--- src/hdl/pgm_pkg.sv ---
// shared constants, types and register codes for the pyramid gradient block
// no dependencies; used by every other file of the block but pgm_ram
package pgm_pkg;

   localparam int MAX_WIDTH   = 1024;
   localparam int NUM_LEVELS  = 4;
   localparam int LEVEL_MAX   = 3;
   localparam int PIX_W       = 8;
   localparam int DIM_W       = 11;
   localparam int COL_W       = 10;
   localparam int ROW_W       = 11;
   localparam int LVL_W       = 2;
   localparam int VAL_W       = 14;
   localparam int GRAD_W      = 16;
   localparam int SQ_W        = 31;
   localparam int CSR_IDX_W   = 2;
   localparam int FIFO_DEPTH  = 4;
   localparam int FIFO_CNT_W  = 3;

   localparam int L0_DEPTH = 2 * MAX_WIDTH;
   localparam int L1_DEPTH = 2 * (MAX_WIDTH >> 1);
   localparam int L2_DEPTH = 2 * (MAX_WIDTH >> 2);
   localparam int L3_DEPTH = 2 * (MAX_WIDTH >> 3);

   localparam logic [DIM_W-1:0] WIDTH_RESET  = 11'd640;
   localparam logic [DIM_W-1:0] HEIGHT_RESET = 11'd480;

   typedef enum logic [CSR_IDX_W-1:0] {
      CSR_IMAGE_WIDTH  = 2'd0,
      CSR_IMAGE_HEIGHT = 2'd1,
      CSR_OUTPUT_LEVEL = 2'd2
   } csr_index_type;

   typedef struct packed {
      logic [DIM_W-1:0] width;
      logic [DIM_W-1:0] height;
      logic [LVL_W-1:0] level;
   } cfg_type;

   typedef struct packed {
      logic signed [GRAD_W-1:0] grad_x;
      logic signed [GRAD_W-1:0] grad_y;
      logic [SQ_W-1:0]          grad_squared;
      logic                     last_in_frame;
   } result_type;

endpackage

--- src/hdl/pgm_out_fifo.sv ---
// four-entry result queue between the datapath and the result channel
// depends on pgm_pkg
module pgm_out_fifo (
   input  logic                         clock,
   input  logic                         reset,
   input  logic                         push,
   input  pgm_pkg::result_type          push_data,
   input  logic                         pop,
   output logic                         out_valid,
   output pgm_pkg::result_type          out_data,
   output logic [pgm_pkg::FIFO_CNT_W-1:0] count
);
   import pgm_pkg::*;

   result_type            entry_ff [FIFO_DEPTH];
   logic [1:0]            wr_ptr_ff, rd_ptr_ff;
   logic [FIFO_CNT_W-1:0] count_ff;

   assign out_valid = (count_ff != '0);
   assign out_data  = entry_ff[rd_ptr_ff];
   assign count     = count_ff;

   always_ff @(posedge clock) begin
      if (push) begin
         entry_ff[wr_ptr_ff] <= push_data;
      end
      if (reset) begin
         wr_ptr_ff <= '0;
         rd_ptr_ff <= '0;
         count_ff  <= '0;
      end else begin
         if (push) wr_ptr_ff <= wr_ptr_ff + 2'd1;
         if (pop)  rd_ptr_ff <= rd_ptr_ff + 2'd1;
         count_ff <= count_ff + FIFO_CNT_W'(push) - FIFO_CNT_W'(pop);
      end
   end
endmodule

--- config.mk ---
export PLATFORM = sky130hd
export DESIGN_NAME = pgm_out_fifo
export DESIGN_NICKNAME = d
export VERILOG_FILES = /design/src/hdl/pgm_pkg.sv /design/src/hdl/pgm_out_fifo.sv
export SDC_FILE = /design/constraint.sdc
export NUM_CORES = 1
export LEC_CHECK = 0
export BUFFER_PORTS_ARGS = -buffer_cell sky130_fd_sc_hd__buf_2
export CAP_MARGIN = 5
export CORE_MARGIN = 10
export CORE_UTILIZATION = 45
export DETAILED_ROUTE_END_ITERATION = 10
export PLACE_DENSITY = 0.78
export SLEW_MARGIN = 20
export SYNTH_ARGS = -nofsm -noshare
export SYNTH_HDL_FRONTEND = slang
export SYNTH_SLANG_ARGS = --single-unit
--- constraint.sdc ---
create_clock -name clock -period 3.1 [get_ports clock]
set_clock_uncertainty 0.2 [all_clocks]
set_input_delay 0.93 -clock clock [delete_from_list [all_inputs] [get_ports clock]]
set_output_delay 0.93 -clock clock [all_outputs]
set_load 0.01 [all_outputs]
==> reports/qor.yml <==
setup_path:
  cpMaxStageDelayCell: "mux4_2"
  r2r_cells: 4
  endpoint_kind: "primary output"
  cp.required_ps: 1970
  worst-setup-path-type: "register to primary output"
  crit_family: "multiplexers"
  startpoint_type: "register"
  cp.arrival_ps: 1910
  cp_max_fo: 22
  regToRegStartpoint: "wr_ptr_ff[0]"
  crit_chain: "buf_16 -> mux4_2 -> buf_2"
  r2r-end: "entry_ff[0][3]"
  critPathBufInv: 2
  r2r_slack_ps: 1280
  cp_slowest_stage_delay_ps: 540
pwr:
  pwr-share-comb_pct: 10.2
  switching_share_pct: 21.5
  p_seq_share_pct: 50.8
  p_sw_mw: 1.76
  clock_power_share_pct: 39.0
  power.total_mw: 8.21
  p_leak_nw: 4.00
  p_int_mw: 6.45
  ir_drop_uv: 491
  p_per_area_nw_per_um2: 696
timing:
  period_share_pct: 98.1
  slew_headroom_pct: 61.5
  max_freq_mhz: 329
  worst_pin_slew_ps: 577
  setup_violations: 0
  period_needed_ps: 3040
  slew_violations: 0
  rsz0062_at_grt: "yes"
  fin_ws_ps: 58.8
  whs_ps: 330
  hold_viol: 0
synth:
  synth_top_family_by_area: "multiplexers"
  synthXorXnorAreaFrac_pct: 0.424
  synth_compound_area_share_pct: 0.154
  seq_area_frac_synth_pct: 80.7
  synth_simple_gate_area_share_pct: 0.719
  synth_area_sq_um: 9740
  synth-seq-cells: 265
  yosys_warnings: 0
  synthAdderAreaFrac_pct: 0.976
  netlist-cell-type-count: 21
  syn_inst: 375
  syn_nets: 450
  synth_area_per_cell_sq_um: 26.0
  muxShareOfSynthArea_pct: 15.0
clocking:
  clk_pin_slew_ps: 60
  clkSinkCount: 265
  insertion_delay_ps: 520
  htreeDepth: 1
  cts_tree: "built"
  cts_inserted_buffers: 28
  cts-root-buf: "clkbuf_16"
  clockBufferDepth: 3
drt:
  viasPerCell: 5.22
  dr.pass1.iters: 4
  finalWirelength_um: 18900
  via_count: 4377
  routedWlPerCell_um: 22.5
  drtIter0Drc: 250
  ant_nets: 0
  drc: 0
floorplan:
  start_util_pct: 46.1
  die-area_sq_um: 27900
  num_rows: 53
  boundaryPins: 136
  die_w_um: 167
  coreArea_sq_um: 21200
  die_h_um: 167
flow_run:
  drv_cap: 0
placement:
  dp_slack_ps: 483
  gp_congestion: 0.683
  place_inst: 783
  hpwl_um: 11700
  io_buffers: 135
global_route:
  first_global_vias: 4893
  grt_max_degree: 40
  grtUsageTotal_pct: 13.3
  grt_pass1_wl_um: 29200
  overflow: 0
  antenna_found_initial: 3
layout:
  final_cell_mix: "edfxtp_1 (256), buf_2 (124), mux4_2 (64)"
  drive_gt1_share_pct: 46.2
  final_common_cell: "edfxtp_1"
  final_nets: 614
  instances_no_fill: 839
  syn_to_final_growth_pct: 21.0
status:
  status: "finished, final reports clean"
worst_hold_path:
  min_path_cells: 2
  min_from: "rd_ptr_ff[0]"
  hold_path.class: "register to register"
## worst min-delay path, cell delays in order, from the launching register on
cell and delay [ps]:
dfxtp_1 330, nand3b_1 90, a21oi_1 70
## cells in the mapped netlist
master	count	share of area [%]
or3_1	1	0.064
a21oi_1	1	0.051
mux4_2	60	14
nand3b_1	1	0.077
xnor2_1	2	0.18
clkbuf_2	1	0.051
dfxtp_1	9	1.8
buf_6	1	0.12
buf_12	6	1.2
nor2b_1	2	0.13
xor3_1	1	0.24
inv_1	6	0.23
and2_1	4	0.26
edfxtp_1	256	79
mux4_1	4	1.1
nor2_1	5	0.19
ha_1	6	0.77
mux2i_1	1	0.10
a21bo_2	1	0.10
fa_1	1	0.21
buf_2	6	0.31
## through the flow
step                utilization, %  area (sq um)  setup TNS, ps
floorplan                        -          9740              0
global placement              51.0         10800              0
detailed placement            51.0         10800              0
CTS                           55.4         11700              0
global route                  55.7         11800           -186
finish                        55.8         11800              0
## registers in the layout, indices dropped and copies added (netlist names), named ones only
register,cells
wr_ptr_ff,2
count,3
rd_ptr_ff,2
entry_ff,256
## timing repair
action                                  in CTS  in global routing
hold buffers                                 0                  0
gates resized for setup                      6                 11
cloned                                       1                  0
buffers inserted                             0                  0
endpoints found under the setup margin      37                 19
## logic make-up (layout without fill, tap and decap cells)
| kind of cell | after synthesis | in the layout |
|---|---|---|
| flops | 265 | 265 |
| mux | 65 | 65 |
| buf+inv | 20 | 206 |
| simple gates | 13 | 13 |
| fa+ha+maj | 7 | 7 |
| xor+xnor | 3 | 3 |
| compound gates | 2 | 2 |
| other cells | 0 | 3 |
## worst max path at each step
stage	from	endpoint	cells after the start
6_report	register	out_data[49]	3
5_1_grt	register	out_data[31]	3
4_1_cts	register	out_data[1]	3
3_5_place_dp	register	out_data[0]	3
3_3_place_gp	register	out_data[63]	3
2_1_floorplan	push	entry_ff[0][0]	1
## power by group through the flow
| stage | clock network (mW) | logic (mW) | registers, mW |
|---|---|---|---|
| global route | 3.45 | 0.908 | 4.18 |
| floorplan | 0 | 0.488 | 4.24 |
| detailed placement | 0 | 0.817 | 4.24 |
| finish | 3.20 | 0.836 | 4.17 |
| global placement | 0 | 0.792 | 4.23 |
| CTS | 3.28 | 0.834 | 4.17 |
## metal layers
layer | GRT usage, % | share of wire (%)
met1 | 16.1 | 40
met2 | 22.7 | 52
met3 | 3.63 | 6.4
met4 | 4.05 | 2.2
met5 | 0 | 0
## cell type report
class | count | area (sq um)
fillers | 1567 | 9360
flip-flops and latches | 265 | 7880
multi-input cells | 90 | 1680
repair buffers | 148 | 957
clock buffers | 36 | 772
well taps | 275 | 344
clock inverters | 16 | 134
inverters | 6 | 22.5
diodes | 3 | 7.51
Note: power is estimated with default switching activity, not from simulation.
