## src/hdl/pgm_pkg.sv

```systemverilog
// shared constants, types and register codes for the pyramid gradient block
// no dependencies; used by every other file of the block but pgm_ram
package pgm_pkg;

   localparam int MAX_WIDTH   = 1024;
   localparam int NUM_LEVELS  = 4;
   localparam int LEVEL_MAX   = 3;
   localparam int PIX_W       = 8;
   localparam int DIM_W       = 11;
   localparam int COL_W       = 10;
   localparam int ROW_W       = 11;
   localparam int LVL_W       = 2;
   localparam int VAL_W       = 14;
   localparam int GRAD_W      = 16;
   localparam int SQ_W        = 31;
   localparam int CSR_IDX_W   = 2;
   localparam int FIFO_DEPTH  = 4;
   localparam int FIFO_CNT_W  = 3;

   localparam int L0_DEPTH = 2 * MAX_WIDTH;
   localparam int L1_DEPTH = 2 * (MAX_WIDTH >> 1);
   localparam int L2_DEPTH = 2 * (MAX_WIDTH >> 2);
   localparam int L3_DEPTH = 2 * (MAX_WIDTH >> 3);

   localparam logic [DIM_W-1:0] WIDTH_RESET  = 11'd640;
   localparam logic [DIM_W-1:0] HEIGHT_RESET = 11'd480;

   typedef enum logic [CSR_IDX_W-1:0] {
      CSR_IMAGE_WIDTH  = 2'd0,
      CSR_IMAGE_HEIGHT = 2'd1,
      CSR_OUTPUT_LEVEL = 2'd2
   } csr_index_type;

   typedef struct packed {
      logic [DIM_W-1:0] width;
      logic [DIM_W-1:0] height;
      logic [LVL_W-1:0] level;
   } cfg_type;

   typedef struct packed {
      logic signed [GRAD_W-1:0] grad_x;
      logic signed [GRAD_W-1:0] grad_y;
      logic [SQ_W-1:0]          grad_squared;
      logic                     last_in_frame;
   } result_type;

endpackage

```

## src/hdl/pgm_if.sv

```systemverilog


interface pgm_csr_if;
   logic                            valid;
   logic                            ready;
   logic [pgm_pkg::CSR_IDX_W-1:0]   index;
   logic [pgm_pkg::DIM_W-1:0]       data;
   modport source (output valid, index, data, input ready);
   modport sink (input valid, index, data, output ready);
endinterface

```

## src/hdl/pgm_csr.sv

```systemverilog
// configuration registers and their clamped working values
// depends on pgm_pkg and pgm_csr_if
module pgm_csr (
   input  logic              clock,
   input  logic              reset,
   pgm_csr_if.sink           csr_chan,
   output pgm_pkg::cfg_type  cfg
);
   import pgm_pkg::*;

   logic [DIM_W-1:0] width_ff, width_in;
   logic [DIM_W-1:0] height_ff, height_in;
   logic [LVL_W-1:0] level_ff, level_in;
   logic             wr;

   assign csr_chan.ready = 1'b1;
   assign wr = csr_chan.valid && csr_chan.ready;

   always_comb begin
      width_in  = width_ff;
      height_in = height_ff;
      level_in  = level_ff;
      if (wr) begin
         unique case (csr_chan.index)
            CSR_IMAGE_WIDTH:  width_in  = csr_chan.data;
            CSR_IMAGE_HEIGHT: height_in = csr_chan.data;
            CSR_OUTPUT_LEVEL: level_in  = csr_chan.data[LVL_W-1:0];
            default: ;
         endcase
      end
   end

   always_ff @(posedge clock) begin
      if (reset) begin
         width_ff  <= WIDTH_RESET;
         height_ff <= HEIGHT_RESET;
         level_ff  <= '0;
      end else begin
         width_ff  <= width_in;
         height_ff <= height_in;
         level_ff  <= level_in;
      end
   end

   // zero size counts as one, width saturates at the line buffer size
   always_comb begin
      if (width_ff > DIM_W'(MAX_WIDTH)) cfg.width = DIM_W'(MAX_WIDTH);
      else if (width_ff == '0)          cfg.width = DIM_W'(1);
      else                              cfg.width = width_ff;
      cfg.height = (height_ff == '0) ? DIM_W'(1) : height_ff;
      cfg.level  = (level_ff > LVL_W'(LEVEL_MAX)) ? LVL_W'(LEVEL_MAX) : level_ff;
   end
endmodule

```

## src/flat_wrapper.sv

```systemverilog
// flat-port wrapper written by rule: the top's interface ports become plain ports
module pgm_csr_flat import pgm_pkg::*;
  (clock, reset, cfg, csr_chan_valid, csr_chan_index, csr_chan_data, csr_chan_ready);
  pgm_csr_if csr_chan_i ();
  input  logic clock;
  input  logic reset;
  output pgm_pkg::cfg_type cfg;
  input wire logic [$bits(csr_chan_i.valid)-1:0] csr_chan_valid;
  input wire logic [$bits(csr_chan_i.index)-1:0] csr_chan_index;
  input wire logic [$bits(csr_chan_i.data)-1:0] csr_chan_data;
  output wire logic [$bits(csr_chan_i.ready)-1:0] csr_chan_ready;
  assign csr_chan_i.valid = csr_chan_valid;
  assign csr_chan_i.index = csr_chan_index;
  assign csr_chan_i.data = csr_chan_data;
  assign csr_chan_ready = csr_chan_i.ready;
  pgm_csr u_core (.clock(clock), .reset(reset), .csr_chan(csr_chan_i), .cfg(cfg));
endmodule
```

## config.mk

```make
export PLATFORM = sky130hd
export DESIGN_NAME = pgm_csr_flat
export DESIGN_NICKNAME = d
export VERILOG_FILES = /design/src/hdl/pgm_pkg.sv /design/src/hdl/pgm_if.sv /design/src/hdl/pgm_csr.sv /design/src/flat_wrapper.sv
export SDC_FILE = /design/constraint.sdc
export NUM_CORES = 1
export LEC_CHECK = 0
export ABC_AREA = 1
export BUFFER_PORTS_ARGS = -buffer_cell sky130_fd_sc_hd__buf_4
export CAP_MARGIN = 5
export CORE_MARGIN = 4
export CORE_UTILIZATION = 25
export CTS_BUF_LIST = sky130_fd_sc_hd__clkbuf_8
export CTS_CLUSTER_SIZE = 40
export DETAILED_ROUTE_END_ITERATION = 8
export PLACE_DENSITY_LB_ADDON = 0.12
export SETUP_SLACK_MARGIN = 0.2
export SLEW_MARGIN = 20
export SYNTH_ARGS = -nofsm -noshare
export SYNTH_HDL_FRONTEND = slang
export SYNTH_SLANG_ARGS = --single-unit
export TNS_END_PERCENT = 1
```

## constraint.sdc

```tcl
create_clock -name clock -period 1.6 [get_ports clock]
set_input_delay 0.16 -clock clock [delete_from_list [all_inputs] [get_ports clock]]
set_output_delay 0.16 -clock clock [all_outputs]
set_load 0.02 [all_outputs]
```

==> impl_summary.txt, run 1 <==
----------------------------------------------------
[Route]
  First-pass iteration count of the detailed router ... 4
  Wire length on met2 ... 1.28 mm
  Top layer in use ... met4
  DR vias/cell ... about 4.3
  Remaining design rule violation count ... 0
  Met3 WL post-DR ... ~140 um
  Routed metal-1 wirelength ... 1.37 mm
  Count of nets left with antenna violations after detail routing ... 0
  Iter 0 DRT Violations ... 30
  Wirelength, routed ... approximately 2.8 mm
  DR WL/cell ... 12.0 um
  Vias after detailed routing ... 1,016

[STA]
  Setup repair after global routing missed its margin ... yes
  Final-layout setup total negative slack ... 0 ps
  Worst hold slack after final layout ... around 110 ps
  Final min period ... around 1500 ps
  Final worst setup slack ... 109 ps
  Maximum clock rate ... 0.671 GHz
  Transition time at the pin with the least slew margin ... about 580 ps
  Final setup violation count ... 0
  Worst clock skew ... 0 ps
  Slew HR ... between 60% and 70%
  Hold Vio Cnt, Final ... 0
  Slew Viols, Final ... 0
  Period Utilization, post-route ... ~93%

[Placed design]
  Global placer's final weighted congestion ... 0.763
  Input/output buffers ... 39
  Sum of net half-perimeters after detailed placement ... 2.25 mm
  Worst Setup Slack post-DPL ... 387 ps
  Placed cell count ... 230

[Worst setup path]
  Largest stage delay on the critical path ... 330 ps
  Reg-to-reg critical path endpoint ... u_core.width_ff[10]
  Arrival time of data at the critical path endpoint ... 1330 ps
  Type of the worst setup path ... reg2out
  Critical path endpoint ... cfg[15]
  Maximum fanout count along the critical path ... 9
  CP max stage cell ... dfxtp_1
  Source of the worst register-to-register timing path ... u_core.width_ff[10]
  Register-to-Register Setup Slack ... a little over 800 ps
  Launching instance or port of the critical path ... u_core.width_ff[6]
  R2R depth ... 3
  Count of cell instances traversed by the critical path ... 6
  CP startpoint kind ... flop
  CP Data Required Time ... around 1400 ps
  Cells along the critical path ... nor2_1 > nand2_1 > nor2_4 > nand2_4 > a21boi_2 > buf_4
  Top Family by Delay on Critical Path ... simple AND/OR/NAND/NOR gates
  Kind of end point of the critical path ... primary output
  Number of buffer and inverter stages on the critical path ... 1

[Floorplan]
  # IOs ... 41
  Effective utilization at floorplan ... between 20% and 30%
  X dimension of the die ... 74.7 um
  DIE AREA ... between 5000 and 6000 um^2
  # rows ... 23
  Die Height ... between 70 and 80 um
  Core region area ... 4140 um^2

[GRT]
  GR Util All Layers ... 10.8%
  Wire length of the first global-routing pass ... roughly 4.7 mm
  Global route overflow ... 0
  Number of global-route vias before repair ... 994
  Largest net degree at the start of global routing ... 25
  Initial antenna violation count ... 0

[CTS]
  Setup Buffers After CTS ... 0
  Total clock sinks ... 24
  TritonCTS clock tree ... yes
  Post-CTS Resized ... 0
  Maximum clock insertion buffer count ... 2
  Number of levels the H-tree was split into ... 1
  Clk_lat worst skew ... ~260 ps
  Clock transition at the registers of the reported paths ... approximately 80 ps
  Root buffer cell ... clkbuf_8
  Count of hold-fix buffers inserted at cts ... 0
  Number of buffers added by the clock tree synthesis step ... 3

[Worst hold path]
  Worst Min Path Start ... csr_chan_data[6]
  Path type of the worst min-delay path ... in2reg

[Power]
  Design internal power ... 0.000957 W
  Flop pwr share ... 49.8%
  Switching share of power ... about 27%
  Combinational share of power ... 18.9%
  PnR Total Power ... ~0.0013 W
  Net switching component of the power ... approximately 0.00035 W
  Clk network pwr share ... a little under a third
  Static leakage ... ~0.70 nW
  Power density relative to cell area ... just under 900 nW/um^2
  Peak supply drop ... between 0.3 and 0.4 mV

[Cells and area]
  Most frequent standard cell in the layout excluding fill and tap cells ... buf_4
  Share of post-route cells with drive strength above 1 ... between 30% and 40%
  Highest-count cells in the layout ignoring fill and taps ... buf_4, nor2_1, dfxtp_1
  Layout overhead on the synthesized area ... 31.8%
  Antenna diode instance count ... 0
  Layout Nets ... 201
  Final non-filler cell total ... roughly 230
  Fillers ... 469

[Logic synthesis]
  Mux cell area share after synthesis ... 0%
  FF+latch count, synth ... 24
  Post-synthesis xor/xnor area fraction ... 0%
  Post-Syn Instances ... 155
  Net count after synthesis ... between 150 and 200
  Synth Area in Adders ... 0%
  Syn Std Cell Area ... between 1000 and 1500 um^2
  Part of the Yosys area used for sequential elements ... a little over two fifths
  Mean Syn Cell Area ... approximately 7.2 um^2
  Area fraction in compound gates after synthesis ... between 10% and 20%
  Number of distinct standard cells referenced by the synthesized netlist ... 22
  Dominant combinational cell family by area after synthesis ... simple AND/OR/NAND/NOR gates
  Yosys warning total ... 0
  Simple-gate share of the synthesized area ... between 20% and 30%

[Flow run]
  Max-cap violations ... 0

[Outcome]
  Status ... finished clean

----------------------------------------------------
==> state kept, by name, summed over array words and instances, names as in the netlist <==
| name | flops |
|---|---|
| u_core.height_ff | 11 |
| u_core.width_ff | 11 |
| u_core.level_ff | 2 |
==> cells by family (layout without fill, tap and decap cells) <==
logic type	after synthesis	count (layout)
simple gates	72	72
buf+inv	28	57
flops	24	24
compound gates	30	30
other cells	1	1
==> power groups by stage <==
| stage | sequential [W] | combinational (W) | clock (W) |
|---|---|---|---|
| floorplan | 0.000662 | 0.000153 | 0 |
| global placement | 0.000666 | 0.000249 | 0 |
| detailed placement | 0.000666 | 0.000250 | 0 |
| CTS | 0.000652 | 0.000251 | 0.000424 |
| global route | 0.000657 | 0.000276 | 0.000443 |
| finish | 0.000652 | 0.000247 | 0.000410 |
==> cells in the mapped netlist <==
cell type | count | area [um^2]
o211ai_1 | 1 | 7.51
nand2_2 | 1 | 6.26
a21oi_1 | 3 | 15.0
a21boi_2 | 7 | 78.8
nand3_1 | 8 | 40.0
inv_2 | 1 | 3.75
o21ai_0 | 18 | 90.1
nand2_4 | 1 | 11.3
nand2_1 | 18 | 67.6
dfxtp_1 | 24 | 480
nor2_1 | 39 | 146
nand3_2 | 1 | 10.0
a21oi_2 | 1 | 8.76
buf_2 | 3 | 15.0
clkbuf_1 | 12 | 45.0
conb_1 | 1 | 3.75
buf_4 | 1 | 7.51
buf_6 | 1 | 11.3
clkinv_1 | 1 | 3.75
nor3_1 | 3 | 15.0
inv_1 | 9 | 33.8
nor2_4 | 1 | 11.3
==> tightest hold or removal path, cell delays in order <==
cell	delay, ps
buf_4	90
nand2_1	40
nand3_1	50
==> per-stage QoR <==
step	cell area, um^2	util, %
after floorplan	1110	-
after global placement	1410	34.1
after detailed placement	1410	34.1
after CTS	1470	35.4
after global routing	1470	35.4
final	1470	35.4
==> layer usage <==
metal,vias up,GRT usage (%)
met4,0,4.15
met2,24,16.0
li1,535,-
met1,455,15.6
met3,2,1.87
met5,-,0
==> worst min-delay path by stage <==
stage | to | depth (start not counted)
after floorplan | u_core.height_ff[5] | 2
after global placement | u_core.height_ff[6] | 3
after detailed placement | u_core.width_ff[7] | 3
after CTS | u_core.height_ff[6] | 3
after global routing | u_core.height_ff[7] | 3
final | u_core.height_ff[6] | 3
==> area by class of cell <==
class                      instances  area, um^2  area share (%)
clock buffer                       4        55.1            3.75
inverter                          11        41.3            2.82
multi-input combinational        103         512            34.9
sequential                        24         480            32.8
tap                               50        62.6            4.27
timing repair buffer              42         315            21.5
(Power assumes the default switching activity.)
==> run 2, diff against run 1 <==
Settings changed: CORE_UTILIZATION 25 to 54.
==> run 2 against run 1 <==
  * Combinational power barely moved
  * Flip-flop and latch count stayed put
  * Via count up 2.2%
  * Final cell count down 10%
  * Final area fell by 2.0%
  * Die area decreased by 49%
  * Clock power down 19%
  * Worst hold slack improved by 14 ps
==> impl_summary.txt, run 2 (synthesis gave the netlist of run 1 again) <==
----------------------------------------------------
[Route]
  Vias after detailed routing ... 1,038 (+2.2%)
  Remaining design rule violation count ... 0 (unchanged)
  Wirelength, routed ... 2.47 mm (-12%)
  DR vias/cell ... 4.94 (+14%)
  First-pass iteration count of the detailed router ... 4 (unchanged)
  Count of nets left with antenna violations after detail routing ... 0 (unchanged)
  DR WL/cell ... 11.8 um (-1.8%)
  Iter 0 DRT Violations ... 9 (-70%)

[Power]
  Static leakage ... 0.685 nW (-1.5%)
  Clk network pwr share ... 27.1% (-4.2 points)
  Combinational share of power ... 20.2% (+1.3 points)
  Flop pwr share ... 52.8% (+3.0 points)
  Design internal power ... 0.000906 W (-5.3%)
  Peak supply drop ... 0.566 mV (+60%)
  Power density relative to cell area ... 860 nW/um^2 (-3.7%)
  Switching share of power ... 26.6% (-0.27 points)
  Net switching component of the power ... 0.000328 W (-6.6%)

[GRT]
  Global route overflow ... 0 (unchanged)
  Initial antenna violation count ... 0 (unchanged)
  Largest net degree at the start of global routing ... 25 (unchanged)
  Wire length of the first global-routing pass ... 4.02 mm (-14%)
  Number of global-route vias before repair ... 947 (-4.7%)
  GR Util All Layers ... 19.0% (+8.2 points)

[Floorplan]
  DIE AREA ... 2850 um^2 (-49%)
  Core region area ... 1960 um^2 (-53%)
  # rows ... 16 (-30%)
  X dimension of the die ... 53.4 um (-29%)
  # IOs ... 41 (unchanged)
  Die Height ... 53.4 um (-29%)
  Effective utilization at floorplan ... 56.7% (+30 points)

[Outcome]
  Status ... finished clean

[CTS]
  Total clock sinks ... 24 (unchanged)
  Number of buffers added by the clock tree synthesis step ... 3 (unchanged)
  Clk_lat worst skew ... 250 ps (about the same)
  Clock transition at the registers of the reported paths ... 80 ps (about the same)
  Number of levels the H-tree was split into ... 1 (unchanged)
  Maximum clock insertion buffer count ... 2 (unchanged)
  TritonCTS clock tree ... yes
  Root buffer cell ... clkbuf_8

[Cells and area]
  Share of post-route cells with drive strength above 1 ... 34.4% (+2.4 points)
  Sequential cell area ... 483 um^2 (+0.52%)
  Layout Nets ... 201 (unchanged)
  Most frequent standard cell in the layout excluding fill and tap cells ... buf_4
  Antenna diode instance count ... 0 (unchanged)
  Area of combinational cells with multiple inputs ... 526 um^2 (+2.7%)
  Fillers ... 171 (-64%)
  Registers with the most flip-flops ... u_core.height_ff (11), u_core.width_ff (11), u_core.level_ff (2)
  Layout overhead on the synthesized area ... 29.1%
  Highest-count cells in the layout ignoring fill and taps ... buf_4, nor2_1, dfxtp_1

[STA]
  Worst hold slack after final layout ... 120 ps (+13.7 ps)
  Slew Viols, Final ... 0 (unchanged)
  Final-layout setup total negative slack ... 0 ps (unchanged)
  Slew HR ... 61.3% (-0.10 points)
  Final min period ... 1500 ps (+5.44 ps)
  Setup repair after global routing missed its margin ... yes
  Maximum clock rate ... 0.668 GHz (-0.36%)
  Worst clock skew ... 0 ps (unchanged)
  Period Utilization, post-route ... 93.5% (+0.34 points)
  Final setup violation count ... 0 (unchanged)
  Transition time at the pin with the least slew margin ... 580 ps (+1.51 ps)
  Hold Vio Cnt, Final ... 0 (unchanged)

[Placed design]
  Global placer's final weighted congestion ... 0.719 (-5.8%)
  Input/output buffers ... 39 (unchanged)
  Sum of net half-perimeters after detailed placement ... 1.93 mm (-14%)

[Flow run]
  Max-cap violations ... 0 (unchanged)

[Worst setup path]
  Maximum fanout count along the critical path ... 4 (-5)
  CP Data Required Time ... 1440 ps (about the same)
  Arrival time of data at the critical path endpoint ... 1340 ps (about the same)
  Type of the worst setup path ... reg2out
  Kind of end point of the critical path ... primary output
  CP startpoint kind ... flop

[Worst hold path]
  Path type of the worst min-delay path ... in2reg

----------------------------------------------------
==> run 2: worst max-delay path: stages, from the launching register on <==
cell	delay, ps
dfxtp_2	340
nor2_2	130
nand2_2	80
nor2_4	150
nand2_2	110
a21boi_2	130
buf_4	140
==> run 2: metrics by stage <==
stage	instances	power, W	cell area [um^2]	utilization [%]	setup WS, ps
after floorplan	155	0.000814	1110	-	465
after global placement	205	0.000901	1370	69.7	433
after detailed placement	205	0.000908	1370	69.7	379
after CTS	209	0.00123	1420	72.1	111
after global routing	210	0.00129	1440	73.2	48.7
final	210	0.00123	1440	73.2	104
==> run 2: path summary, 6_finish.rpt <==
| kind | slack [ps] | from | depth (start not counted) | endpoint |
|---|---|---|---|---|
| worst max-delay path | 100 | u_core.width_ff[7] | 6 | cfg[19] |
| worst min-delay path | 120 | csr_chan_data[7] | 3 | u_core.width_ff[7] |
| worst max register to register | 830 | u_core.width_ff[10] | 3 | u_core.width_ff[10] |
| worst min register to register | 480 | u_core.width_ff[0] | 2 | u_core.width_ff[0] |
==> run 2: layout make-up <==
type,instances,area share (%)
multi-input combinational,104,36.6
sequential,24,33.6
tap,27,2.35
inverter,11,2.87
timing repair buffer,41,21.7
clock buffer,3,2.87
==> run 2: metal layers <==
metal / GRT usage [%] / wire, um / vias to the layer above
li1: - / - / 540
met3: 2.82 / 112 / 0
met4: 5.11 / 0 / 0
met1: 22.6 / 1030 / 474
met5: 0 / 0 / -
met2: 34.7 / 1330 / 24
==> run 2: repair_timing <==
| item | 4_1_cts | 5_1_grt |
|---|---|---|
| resized for setup | 0 | 6 |
| hold buffers | 0 | 0 |
| pin swaps | 1 | 3 |
| cloned | 1 | 0 |
| buffers inserted | 0 | 1 |
| endpoints found under the setup margin | 9 | 10 |
| endpoints found under the hold margin | 0 | 0 |
==> run 2: power groups by stage <==
stage,Sequential [W],Combinational [W],Clock [W]
6_report,0.000652,0.000249,0.000334
5_1_grt,0.000656,0.000275,0.000365
4_1_cts,0.000651,0.000245,0.000338
3_5_place_dp,0.000664,0.000244,0
3_3_place_gp,0.000662,0.000239,0
2_1_floorplan,0.000662,0.000153,0
==> run 3, diff against run 2 <==
Settings changed: PLACE_DENSITY_LB_ADDON 0.12 to 0.05.
==> run 3 against run 2 <==
  * Via count barely moved
  * Global-route usage hardly changed
  * Critical endpoint is now cfg[14]
  * Utilization shrank 1.1 points
  * Sequential share of layout area increased by 0.33 points
  * Register-to-register slack improved by 90 ps
  * Highest routed layer is now met4
  * First-iteration DRC count grew 22%
  * Worst hold slack improved by 3.2 ps
==> impl_summary.txt, run 3 (synthesis gave the netlist of run 1 again) <==
----------------------------------------------------
[STA]
  Final-layout setup total negative slack ... 0 ps (unchanged)
  Worst clock skew ... 0 ps (unchanged)
  Slew HR ... 63.1% (+1.8 points)
  Setup repair after global routing missed its margin ... yes
  Period Utilization, post-route ... 92.6% (-0.92 points)
  Final min period ... 1480 ps (-14.7 ps)
  Slew Viols, Final ... 0 (unchanged)
  Maximum clock rate ... 0.675 GHz (+0.99%)
  Transition time at the pin with the least slew margin ... 553 ps (-26.6 ps)
  Worst hold slack after final layout ... 123 ps (+3.18 ps)
  Final setup violation count ... 0 (unchanged)
  Hold Vio Cnt, Final ... 0 (unchanged)

[Worst setup path]
  Reg-to-reg critical path endpoint ... u_core.width_ff[10]
  Arrival time of data at the critical path endpoint ... 1320 ps (-20 ps)
  CP Data Required Time ... 1440 ps (about the same)
  R2R depth ... 2 (-1)
  Kind of end point of the critical path ... primary output
  Cells along the critical path ... nor2_1 > nand2_1 > nor2_4 > nand2_2 > a21boi_2 > buf_4
  Source of the worst register-to-register timing path ... u_core.width_ff[10]
  Launching instance or port of the critical path ... u_core.width_ff[6]
  Register-to-Register Setup Slack ... 920 ps (+90 ps)
  CP startpoint kind ... flop
  CP max stage cell ... dfxtp_1
  Maximum fanout count along the critical path ... 4 (unchanged)
  Type of the worst setup path ... reg2out
  Largest stage delay on the critical path ... 320 ps (-20 ps)

[CTS]
  Total clock sinks ... 24 (unchanged)
  Number of buffers added by the clock tree synthesis step ... 3 (unchanged)
  Maximum clock insertion buffer count ... 2 (unchanged)
  Root buffer cell ... clkbuf_8
  Post-CTS Resized ... 0 (unchanged)
  TritonCTS clock tree ... yes
  Number of levels the H-tree was split into ... 1 (unchanged)
  Clock transition at the registers of the reported paths ... 80 ps (about the same)
  Setup Buffers After CTS ... 0 (unchanged)
  Clk_lat worst skew ... 250 ps (about the same)

[Placed design]
  Input/output buffers ... 39 (unchanged)
  Instance area at placement ... 1370 um^2 (unchanged)
  Sum of net half-perimeters after detailed placement ... 1.96 mm (+1.6%)
  Global placer's final weighted congestion ... 0.751 (+4.5%)

[Cells and area]
  Antenna diode instance count ... 0 (unchanged)
  Layout overhead on the synthesized area ... 27.2%
  Post-layout utilization of the core ... 72.1% (-1.1 points)
  Most frequent standard cell in the layout excluding fill and tap cells ... buf_4
  Registers with the most flip-flops ... u_core.height_ff (11), u_core.width_ff (11), u_core.level_ff (2)
  Share of post-route cells with drive strength above 1 ... 31.3% (-3.1 points)
  Highest-count cells in the layout ignoring fill and taps ... buf_4, nor2_1, dfxtp_1
  Layout Nets ... 200 (-0.50%)
  Cell area after layout ... 1420 um^2 (-1.5%)

[Flow run]
  Max-cap violations ... 0 (unchanged)

[Floorplan]
  Core region area ... 1960 um^2 (unchanged)
  Die Height ... 53.4 um (unchanged)
  DIE AREA ... 2850 um^2 (unchanged)
  # IOs ... 41 (unchanged)
  Effective utilization at floorplan ... 56.7% (unchanged)
  # rows ... 16 (unchanged)
  X dimension of the die ... 53.4 um (unchanged)

[Route]
  Wirelength, routed ... 2.48 mm (+0.16%)
  Remaining design rule violation count ... 0 (unchanged)
  Count of nets left with antenna violations after detail routing ... 0 (unchanged)
  Iter 0 DRT Violations ... 11 (+2)
  DR WL/cell ... 11.9 um (+0.64%)
  First-pass iteration count of the detailed router ... 4 (unchanged)
  DR vias/cell ... 4.96 (+0.38%)
  Vias after detailed routing ... 1,037 (-0.096%)

[GRT]
  Number of global-route vias before repair ... 940 (-0.74%)
  Global route overflow ... 0 (unchanged)
  Wire length of the first global-routing pass ... 4.01 mm (-0.35%)
  Largest net degree at the start of global routing ... 25 (unchanged)
  GR Util All Layers ... 18.9% (-0.033 points)
  Initial antenna violation count ... 0 (unchanged)

[Worst hold path]
  Capture endpoint of the worst hold path ... u_core.height_ff[8]
  Path type of the worst min-delay path ... in2reg
  Worst Min Path Start ... csr_chan_data[8]
  Depth of the worst hold-timing path ... 3 (unchanged)

[Power]
  Static leakage ... 0.679 nW (-0.85%)
  Peak supply drop ... 0.653 mV (+15%)
  Power density relative to cell area ... 867 nW/um^2 (+0.87%)

[Outcome]
  Status ... finished clean

----------------------------------------------------
==> run 3: how the worst max path moves through the flow <==
stage / slack (ps) / cells past startpoint / to
after detailed placement: 390 / 6 / cfg[18]
after global placement: 420 / 8 / cfg[13]
after floorplan: 470 / 5 / cfg[22]
final: 120 / 6 / cfg[14]
after CTS: 110 / 6 / cfg[15]
after global routing: 40 / 6 / cfg[14]
==> run 3: cell type report <==
type / count / area (um^2)
inverters: 11 / 41.3
multi-input cells: 104 / 518
repair buffers: 40 / 300
flip-flops and latches: 24 / 480
clock buffers: 3 / 41.3
well taps: 27 / 33.8
fillers: 179 / 547
==> run 3: through the flow <==
step           instances  power, W  setup slack [ps]
4_1_cts              209   0.00123               112
2_1_floorplan        155  0.000814               465
3_5_place_dp         205  0.000908               395
3_3_place_gp         205  0.000901               425
6_report             209   0.00123               118
5_1_grt              209   0.00128              42.9
==> run 3: critical path: cells and delay by family (launching register included) <==
| family | cells | cell delay, ps |
|---|---|---|
| AOI/OAI and AO/OA | 1 | 140 |
| DFF | 1 | 320 |
| buffers and inverters | 1 | 140 |
| and+or+nand+nor | 4 | 470 |
==> run 3: layer usage <==
metal	global-route usage [%]	up-vias	wire, um
li1	-	537	-
met1	20.9	471	1030
met2	37.1	27	1300
met3	1.97	2	126
met4	5.11	0	13
met5	0	-	0
==> run 3: repair_timing <==
| item | 4_1_cts | 5_1_grt |
|---|---|---|
| pin swaps | 0 | 0 |
| hold endpoints to repair | 0 | 0 |
| setup endpoints to repair | 9 | 10 |
| cloned | 1 | 0 |
| hold buffers | 0 | 0 |
==> run 3: report_power, final <==
part,total [W],internal (W),switching [W]
logic,0.000243,0.000107,0.000137
registers,0.000652,0.000628,0.0000236
clock network,0.000332,0.000167,0.000164
total,0.00123,0.000902,0.000324
